===== src/rtl/rpfp_pkg.sv =====
package rpfp_pkg;

    localparam int MAX_FRAME_BYTES_DEF = 64;
    localparam int HEADER_LEN          = 4;
    localparam int MIN_FRAME_BYTES     = 23;
    localparam int REPORT_FIRST        = 8;
    localparam int REPORT_COUNT        = 9;
    localparam int REPORT_IDX_W        = 4;
    localparam int SCORE_W             = 14;
    localparam int SCORE_SUM_W         = 15;

    localparam logic [7:0] TRAILER_0 = 8'hF8;
    localparam logic [7:0] TRAILER_1 = 8'hF7;
    localparam logic [7:0] TRAILER_2 = 8'hF6;
    localparam logic [7:0] TRAILER_3 = 8'hF5;

    localparam logic [SCORE_SUM_W-1:0] SCORE_MAX       = 15'd10000;
    localparam logic [6:0]             STATIC_WEIGHT   = 7'd65;
    localparam logic [6:0]             MOVING_WEIGHT   = 7'd35;

    localparam logic [7:0] STATE_MOVING = 8'd1;
    localparam logic [7:0] STATE_STATIC = 8'd2;
    localparam logic [7:0] STATE_BOTH   = 8'd3;

    // frame fields as captured, before decoding
    typedef struct packed {
        logic [7:0]  target_state;
        logic [15:0] moving_distance;
        logic [7:0]  moving_energy;
        logic [15:0] static_distance;
        logic [7:0]  static_energy;
        logic [15:0] detection_distance;
    } raw_report_t;

    typedef struct packed {
        logic               has_target;
        logic               is_moving;
        logic               is_static;
        logic [15:0]        moving_distance_cm;
        logic [7:0]         moving_energy;
        logic [15:0]        static_distance_cm;
        logic [7:0]         static_energy;
        logic [15:0]        detection_distance_cm;
        logic [SCORE_W-1:0] presence_score_centi;
    } report_t;

    function automatic logic [7:0] header_byte(input logic [1:0] idx);
        logic [7:0] b;
        case (idx)
            2'd0:    b = 8'hF4;
            2'd1:    b = 8'hF3;
            2'd2:    b = 8'hF2;
            2'd3:    b = 8'hF1;
            default: b = 8'hF4;
        endcase
        return b;
    endfunction

endpackage


===== src/rtl/rpfp_frame_sync.sv =====
module rpfp_frame_sync
    import rpfp_pkg::*;
#(
    parameter int MAX_FRAME_BYTES = MAX_FRAME_BYTES_DEF
) (
    input  logic        aclk,
    input  logic        aresetn,
    input  logic        accept,
    input  logic [7:0]  rx_byte,
    output logic        frame_done,
    output raw_report_t raw_report
);

    localparam int POS_W = $clog2(MAX_FRAME_BYTES);

    logic [POS_W-1:0] pos_reg;
    logic [POS_W-1:0] pos_next;
    logic [7:0]       report_bytes_reg [REPORT_COUNT];
    logic [7:0]       recent_reg [3];
    logic             done;
    logic             in_report;
    logic [REPORT_IDX_W-1:0] report_idx;

    assign in_report  = (pos_reg >= POS_W'(REPORT_FIRST)) &&
                        (pos_reg < POS_W'(REPORT_FIRST + REPORT_COUNT));
    assign report_idx = REPORT_IDX_W'(pos_reg - POS_W'(REPORT_FIRST));

    always_comb begin
        done     = 1'b0;
        pos_next = pos_reg + 1'b1;
        if (pos_reg < POS_W'(HEADER_LEN)) begin
            // wrong header byte is dropped, hunt restarts
            if (rx_byte != header_byte(pos_reg[1:0])) begin
                pos_next = '0;
            end
        end else begin
            done = (pos_reg >= POS_W'(MIN_FRAME_BYTES - 1)) &&
                   (recent_reg[2] == TRAILER_0) && (recent_reg[1] == TRAILER_1) &&
                   (recent_reg[0] == TRAILER_2) && (rx_byte == TRAILER_3);
            if (done || pos_reg == POS_W'(MAX_FRAME_BYTES - 1)) begin
                pos_next = '0;
            end
        end
    end

    always_ff @(posedge aclk) begin
        if (!aresetn) begin
            pos_reg <= '0;
        end else if (accept) begin
            pos_reg <= pos_next;
        end
    end

    always_ff @(posedge aclk) begin
        if (accept && pos_reg >= POS_W'(HEADER_LEN)) begin
            if (in_report) begin
                report_bytes_reg[report_idx] <= rx_byte;
            end
            recent_reg[2] <= recent_reg[1];
            recent_reg[1] <= recent_reg[0];
            recent_reg[0] <= rx_byte;
        end
    end

    assign frame_done = accept && done;

    assign raw_report.target_state       = report_bytes_reg[0];
    assign raw_report.moving_distance    = {report_bytes_reg[2], report_bytes_reg[1]};
    assign raw_report.moving_energy      = report_bytes_reg[3];
    assign raw_report.static_distance    = {report_bytes_reg[5], report_bytes_reg[4]};
    assign raw_report.static_energy      = report_bytes_reg[6];
    assign raw_report.detection_distance = {report_bytes_reg[8], report_bytes_reg[7]};

endmodule


===== src/rtl/rpfp_report_out.sv =====
module rpfp_report_out
    import rpfp_pkg::*;
(
    input  logic        aclk,
    input  logic        aresetn,
    input  logic        load,
    input  raw_report_t raw_report,
    output logic        full,
    output logic        m_valid,
    input  logic        m_ready,
    output report_t     report
);

    report_t                report_in;
    logic [SCORE_SUM_W-1:0] score_sum;
    logic                   has;

    report_t main_reg;
    report_t skid_reg;
    logic    main_valid_reg;
    logic    skid_valid_reg;

    always_comb begin
        has       = raw_report.target_state != 8'd0;
        score_sum = SCORE_SUM_W'(STATIC_WEIGHT) * SCORE_SUM_W'(raw_report.static_energy) +
                    SCORE_SUM_W'(MOVING_WEIGHT) * SCORE_SUM_W'(raw_report.moving_energy);

        report_in.has_target = has;
        report_in.is_moving  = (raw_report.target_state == STATE_MOVING) ||
                               (raw_report.target_state == STATE_BOTH);
        report_in.is_static  = (raw_report.target_state == STATE_STATIC) ||
                               (raw_report.target_state == STATE_BOTH);
        report_in.moving_distance_cm    = raw_report.moving_distance;
        report_in.moving_energy         = raw_report.moving_energy;
        report_in.static_distance_cm    = raw_report.static_distance;
        report_in.static_energy         = raw_report.static_energy;
        report_in.detection_distance_cm = raw_report.detection_distance;
        if (!has) begin
            report_in.presence_score_centi = '0;
        end else if (score_sum > SCORE_MAX) begin
            report_in.presence_score_centi = SCORE_W'(SCORE_MAX);
        end else begin
            report_in.presence_score_centi = SCORE_W'(score_sum);
        end
    end

    // main register with one skid entry behind it
    always_ff @(posedge aclk) begin
        if (!aresetn) begin
            main_valid_reg <= 1'b0;
            skid_valid_reg <= 1'b0;
        end else if (!main_valid_reg || m_ready) begin
            if (skid_valid_reg) begin
                main_valid_reg <= 1'b1;
                skid_valid_reg <= load;
            end else begin
                main_valid_reg <= load;
            end
        end else if (load) begin
            skid_valid_reg <= 1'b1;
        end
    end

    always_ff @(posedge aclk) begin
        if (!main_valid_reg || m_ready) begin
            if (skid_valid_reg) begin
                main_reg <= skid_reg;
                if (load) begin
                    skid_reg <= report_in;
                end
            end else if (load) begin
                main_reg <= report_in;
            end
        end else if (load) begin
            skid_reg <= report_in;
        end
    end

    assign full    = skid_valid_reg;
    assign m_valid = main_valid_reg;
    assign report  = main_reg;

endmodule


===== src/rtl/radar_presence_frame_parser.sv =====
// channel   ports                            direction  carries
// input     s_valid s_ready s_rx_byte        in         one serial byte per transaction
// result    m_valid m_ready m_* report       out        one report per completed frame
//
// one byte is taken every cycle while s_ready is high; the report of a frame is
// registered into the report register or its skid entry as its trailer is taken
// s_ready falls only while the report register and its skid entry both hold
// unread reports, so a stalled result side blocks the input after two reports
// aresetn is synchronous and active low; it returns the parser to header hunt
// and empties the result register and its skid entry
module radar_presence_frame_parser
    import rpfp_pkg::*;
#(
    parameter int MAX_FRAME_BYTES = MAX_FRAME_BYTES_DEF
) (
    input  logic               aclk,
    input  logic               aresetn,
    input  logic               s_valid,
    output logic               s_ready,
    input  logic [7:0]         s_rx_byte,
    output logic               m_valid,
    input  logic               m_ready,
    output logic               m_has_target,
    output logic               m_is_moving,
    output logic               m_is_static,
    output logic [15:0]        m_moving_distance_cm,
    output logic [7:0]         m_moving_energy,
    output logic [15:0]        m_static_distance_cm,
    output logic [7:0]         m_static_energy,
    output logic [15:0]        m_detection_distance_cm,
    output logic [SCORE_W-1:0] m_presence_score_centi
);

    logic        accept;
    logic        frame_done;
    logic        full;
    raw_report_t raw_report;
    report_t     report;

    assign s_ready = !full;
    assign accept  = s_valid && s_ready;

    rpfp_frame_sync #(
        .MAX_FRAME_BYTES(MAX_FRAME_BYTES)
    ) u_sync (
        .aclk       (aclk),
        .aresetn    (aresetn),
        .accept     (accept),
        .rx_byte    (s_rx_byte),
        .frame_done (frame_done),
        .raw_report (raw_report)
    );

    rpfp_report_out u_out (
        .aclk       (aclk),
        .aresetn    (aresetn),
        .load       (frame_done),
        .raw_report (raw_report),
        .full       (full),
        .m_valid    (m_valid),
        .m_ready    (m_ready),
        .report     (report)
    );

    assign m_has_target            = report.has_target;
    assign m_is_moving             = report.is_moving;
    assign m_is_static             = report.is_static;
    assign m_moving_distance_cm    = report.moving_distance_cm;
    assign m_moving_energy         = report.moving_energy;
    assign m_static_distance_cm    = report.static_distance_cm;
    assign m_static_energy         = report.static_energy;
    assign m_detection_distance_cm = report.detection_distance_cm;
    assign m_presence_score_centi  = report.presence_score_centi;

endmodule


===== config.mk =====
export PLATFORM = sky130hd
export DESIGN_NAME = radar_presence_frame_parser
export DESIGN_NICKNAME = d
export VERILOG_FILES = /design/src/rtl/rpfp_pkg.sv /design/src/rtl/rpfp_frame_sync.sv /design/src/rtl/rpfp_report_out.sv /design/src/rtl/radar_presence_frame_parser.sv
export SDC_FILE = /design/constraint.sdc
export NUM_CORES = 1
export LEC_CHECK = 0
export BUFFER_PORTS_ARGS = -buffer_cell sky130_fd_sc_hd__buf_2
export CAP_MARGIN = 10
export CORE_AREA = 3 3 173 175
export DETAILED_ROUTE_END_ITERATION = 7
export DIE_AREA = 0 0 176 178
export PLACE_DENSITY = 0.6
export SLEW_MARGIN = 20
export SYNTH_ARGS = -nofsm -noshare
export SYNTH_HDL_FRONTEND = slang
export SYNTH_HIERARCHICAL = 1
export SYNTH_SLANG_ARGS = --single-unit

===== constraint.sdc =====
create_clock -name aclk -period 5.6 [get_ports aclk]
set_input_delay 0.56 -clock aclk [delete_from_list [all_inputs] [get_ports aclk]]
set_output_delay 0.56 -clock aclk [all_outputs]
set_load 0.01 [all_outputs]

==> summary.md <==
| Metric | Value |
|---|---|
| Outcome | complete, no violations |
| Fin Setup TNS | 0 ns |
| Final worst path period need | ~5 ns |
| Startpoint Class | register |
| Clock latency on the worst-skew pair | 0.54 ns |
| Pin count of the biggest net entering global routing | between 80 and 90 |
| Area contributors post-synth | edfxtp_1 (68%), mux2_2 (6.5%), ha_1 (6.1%), fa_1 (2.5%), dfxtp_1 (1.4%) |
| Total die area | 31300 um2 |
| Multi-input logic area | between 3000 and 4000 um2 |
| FILL cells | about 2500 |
| DR WL/cell | 18.6 um |
| Warnings, synthesis | 6 |
| Antenna violations before repair | 0 |
| Worst setup margin | 0.716 ns |
| Critical path arrival | between 5 and 6 ns |
| Number of synthesized register bits | between 200 and 300 |
| Worst path required time | 5.89 ns |
| Routing usage on met1 | 0.212 |
| Final #Nets | 866 |
| Leak | 4.74 nW |
| Register Area | 7910 um2 |
| Vias in the first global route | 5805 |
| Finished Cell Area | 13200 um2 |
| CORE AREA | 28600 um2 |
| M3 GR Usage | 0.0219 |
| Endpoints failing setup | 0 |
| Via Count | 5960 |
| FMAX | 0.205 GHz |
| Starting Density | 0.396 |
| Clk buf depth | 3 |
| Antenna cells | 0 |
| Unique masters post-synth | 65 |
| Switching Fraction | 0.192 |
| M2 GR Usage | 0.207 |
| Critical path type | register to register |
| Setup WS pre-CTS | roughly 0.7 ns |
| CTS tree | built |
| CTS buffer count | 27 |
| Synthesized netlist net count | 760 |
| Unrepaired setup endpoints after global routing | false |
| First-pass iteration count of the detailed router | 4 |
| Final period util | 0.872 |
| Sw power | 782 uW |
| Total I/O pin count | 95 |
| Area growth, synth to finish | 16.5% |
| Critical path fanouts, max | 15 |
| Detail Route Antenna Nets | 0 |
| WL final | ~22 mm |
| CTS H-tree lvls | 1 |
| Max-cap check violation count | 0 |
| Critical path endpoint category | register |
| GRT overflow | 0 |
| Site Rows | 62 |
| Top FF cell, synth | edfxtp_1 |
| IO Port Bufs | 94 |
| Post-DP Area | 12300 um2 |
| Total clock sinks | 266 |
| Yosys top cell area share | 0.684 |
| Share of cells above drive strength 1 | 0.275 |
| Layer with the highest usage | met1 |
| Final Hold Fails | 0 |
| Depth of the worst register-to-register path | 13 |
| Async S/R FF share, synth | 0 |
| Hold slack | 0.337 ns |
| Power Dens Cells | 309 nW/um2 |
| Post-route DRC violation count | 0 |
| Cell Int Power | 3.30 mW |
| Sequential cell fraction of total power | 0.529 |
| Post-CTS setup buffers | 0 |
| Logic pwr share | 0.006 |
| Register area share after synthesis | 0.698 |
| Hold Crit Depth | 2 |
| Worst-margin pin slew | 0.926 ns |
| Slew Limit Fails | 0 |
| Chip Height | ~180 um |
| First-pass GRT wire length | 33.9 mm |
| HPWL after DPL | 14.3 mm |
| Yosys top cell by area | edfxtp_1 |
| Drt initial violations | 422 |
| Number of synthesized flops with an enable pin | 258 |
| VDD IR-drop max | around 0.00020 V |
| CTS root buf | clkbuf_16 |
| Syn Area/Cell | ~17 um2 |
| Cells after Synth | 679 |
| Placer Congestion | between 0.8 and 0.9 |
| Vias per cell | 5.01 |
| Hold-fix buffers at CTS | 0 |
| Die width | roughly 180 um |
| Mapped cell area | 11300 um2 |
| Clock network fraction of total power | 0.465 |
| Reg clk slew, reported paths | 0.06 ns |
| Type of the worst min-delay path | primary input to register |
| Overall Global Routing Usage | 0.139 |
| Max_slew headroom | 0.381 |
| CTS resizes | 0 |
| Clk_skew | 0.00819 ns |
-- through the flow --
| step | instances | total power [mW] | utilization |
|---|---|---|---|
| 4_1_cts | 1190 | 4.13 | 0.461 |
| 5_1_grt | 1190 | 4.21 | 0.461 |
| 3_3_place_gp | 1140 | 2.23 | 0.428 |
| 3_5_place_dp | 1140 | 2.23 | 0.428 |
| 2_1_floorplan | 679 | 2.21 | - |
| 6_report | 1190 | 4.08 | 0.461 |
-- cells by family (layout without fill, tap and decap cells) --
| family | Yosys count | in the layout | share of synthesized area |
|---|---|---|---|
| flip-flops | 266 | 266 | 0.698 |
| AND/OR/NAND/NOR | 132 | 132 | 0.0658 |
| AO/OA/AOI/OAI | 73 | 73 | 0.0513 |
| multiplexers | 70 | 70 | 0.0690 |
| adder cells (fa/ha/maj) | 69 | 69 | 0.0855 |
| buffers and inverters | 56 | 183 | 0.0204 |
| XOR/XNOR | 13 | 13 | 0.0100 |
-- metal layers --
metal / wire, um / up-vias / part of all wire
met2: 9760 / 152 / 0.44
met3: 1060 / 29 / 0.048
met1: 10800 / 2941 / 0.49
li1: - / 2838 / -
met5: 0 / - / 0
met4: 420 / 0 / 0.019
-- synthesized netlist by cell type, types with 7 or more instances --
cell / number
dfxtp_1: 8
ha_1: 55
a21oi_1: 8
nand2_1: 18
fa_1: 14
nor3_1: 8
o21a_1: 7
nand3_1: 11
and3_1: 9
and2_1: 11
nor2_1: 33
xor2_1: 7
edfxtp_1: 258
clkbuf_1: 10
inv_1: 32
mux2_2: 65
-- placed cells by master, fill, tap and decap left out, types with 4 or more instances in the layout --
master / instances
nor3_1: 8
bufinv_16: 5
nor2_1: 32
nand3_1: 11
inv_1: 32
xor2_1: 7
nand2_1: 18
nor4_1: 5
a32o_1: 6
o21a_1: 6
a211oi_1: 4
nand4_1: 5
clkbuf_16: 27
nor2b_1: 5
a31oi_1: 6
clkinv_1: 7
dfxtp_1: 7
buf_2: 94
xnor2_1: 6
nor3b_1: 5
fa_1: 14
a21oi_1: 8
o21ai_0: 6
ha_1: 55
mux2i_1: 5
and3_1: 9
mux2_2: 65
and2_1: 11
buf_4: 5
edfxtp_1: 258
-- final cells by class --
class,instances,share of cell area
inverters,33,0.00938
repair buffers,100,0.0400
clock inverters,21,0.0193
well taps,384,0.0364
multi-input cells,357,0.243
flip-flops and latches,266,0.599
clock buffers,29,0.0525
-- critical path, cell delays in order (launching register included) --
cell,delay [ns]
edfxtp_1,0.47
ha_1,0.31
ha_1,0.31
fa_1,0.45
fa_1,0.50
fa_1,0.43
ha_1,0.35
a21o_1,0.24
a2111o_1,0.41
o22ai_2,0.16
and4b_4,0.24
nor3_4,0.30
o21ai_4,0.18
a32o_1,0.28
-- power by group through the flow --
stage               Sequential, mW  Clock [mW]  Combinational, mW
floorplan                     2.20           0            0.00420
global placement              2.20           0             0.0264
detailed placement            2.20           0             0.0266
CTS                           2.16        1.95             0.0266
global route                  2.16        2.02             0.0278
finish                        2.16        1.90             0.0255
-- final timing paths --
check / start / endpoint / slack, ns
max reg2reg: u_sync/report_bytes_reg[3][7] / u_out/report[3] / 0.72
max: u_sync/report_bytes_reg[3][7] / u_out/report[3] / 0.72
min: aresetn / u_sync/pos_reg[0] / 0.34
min reg2reg: u_sync/recent_reg[0][3] / u_sync/recent_reg[0][11] / 0.45
Power figures use the tool's default switching activity.
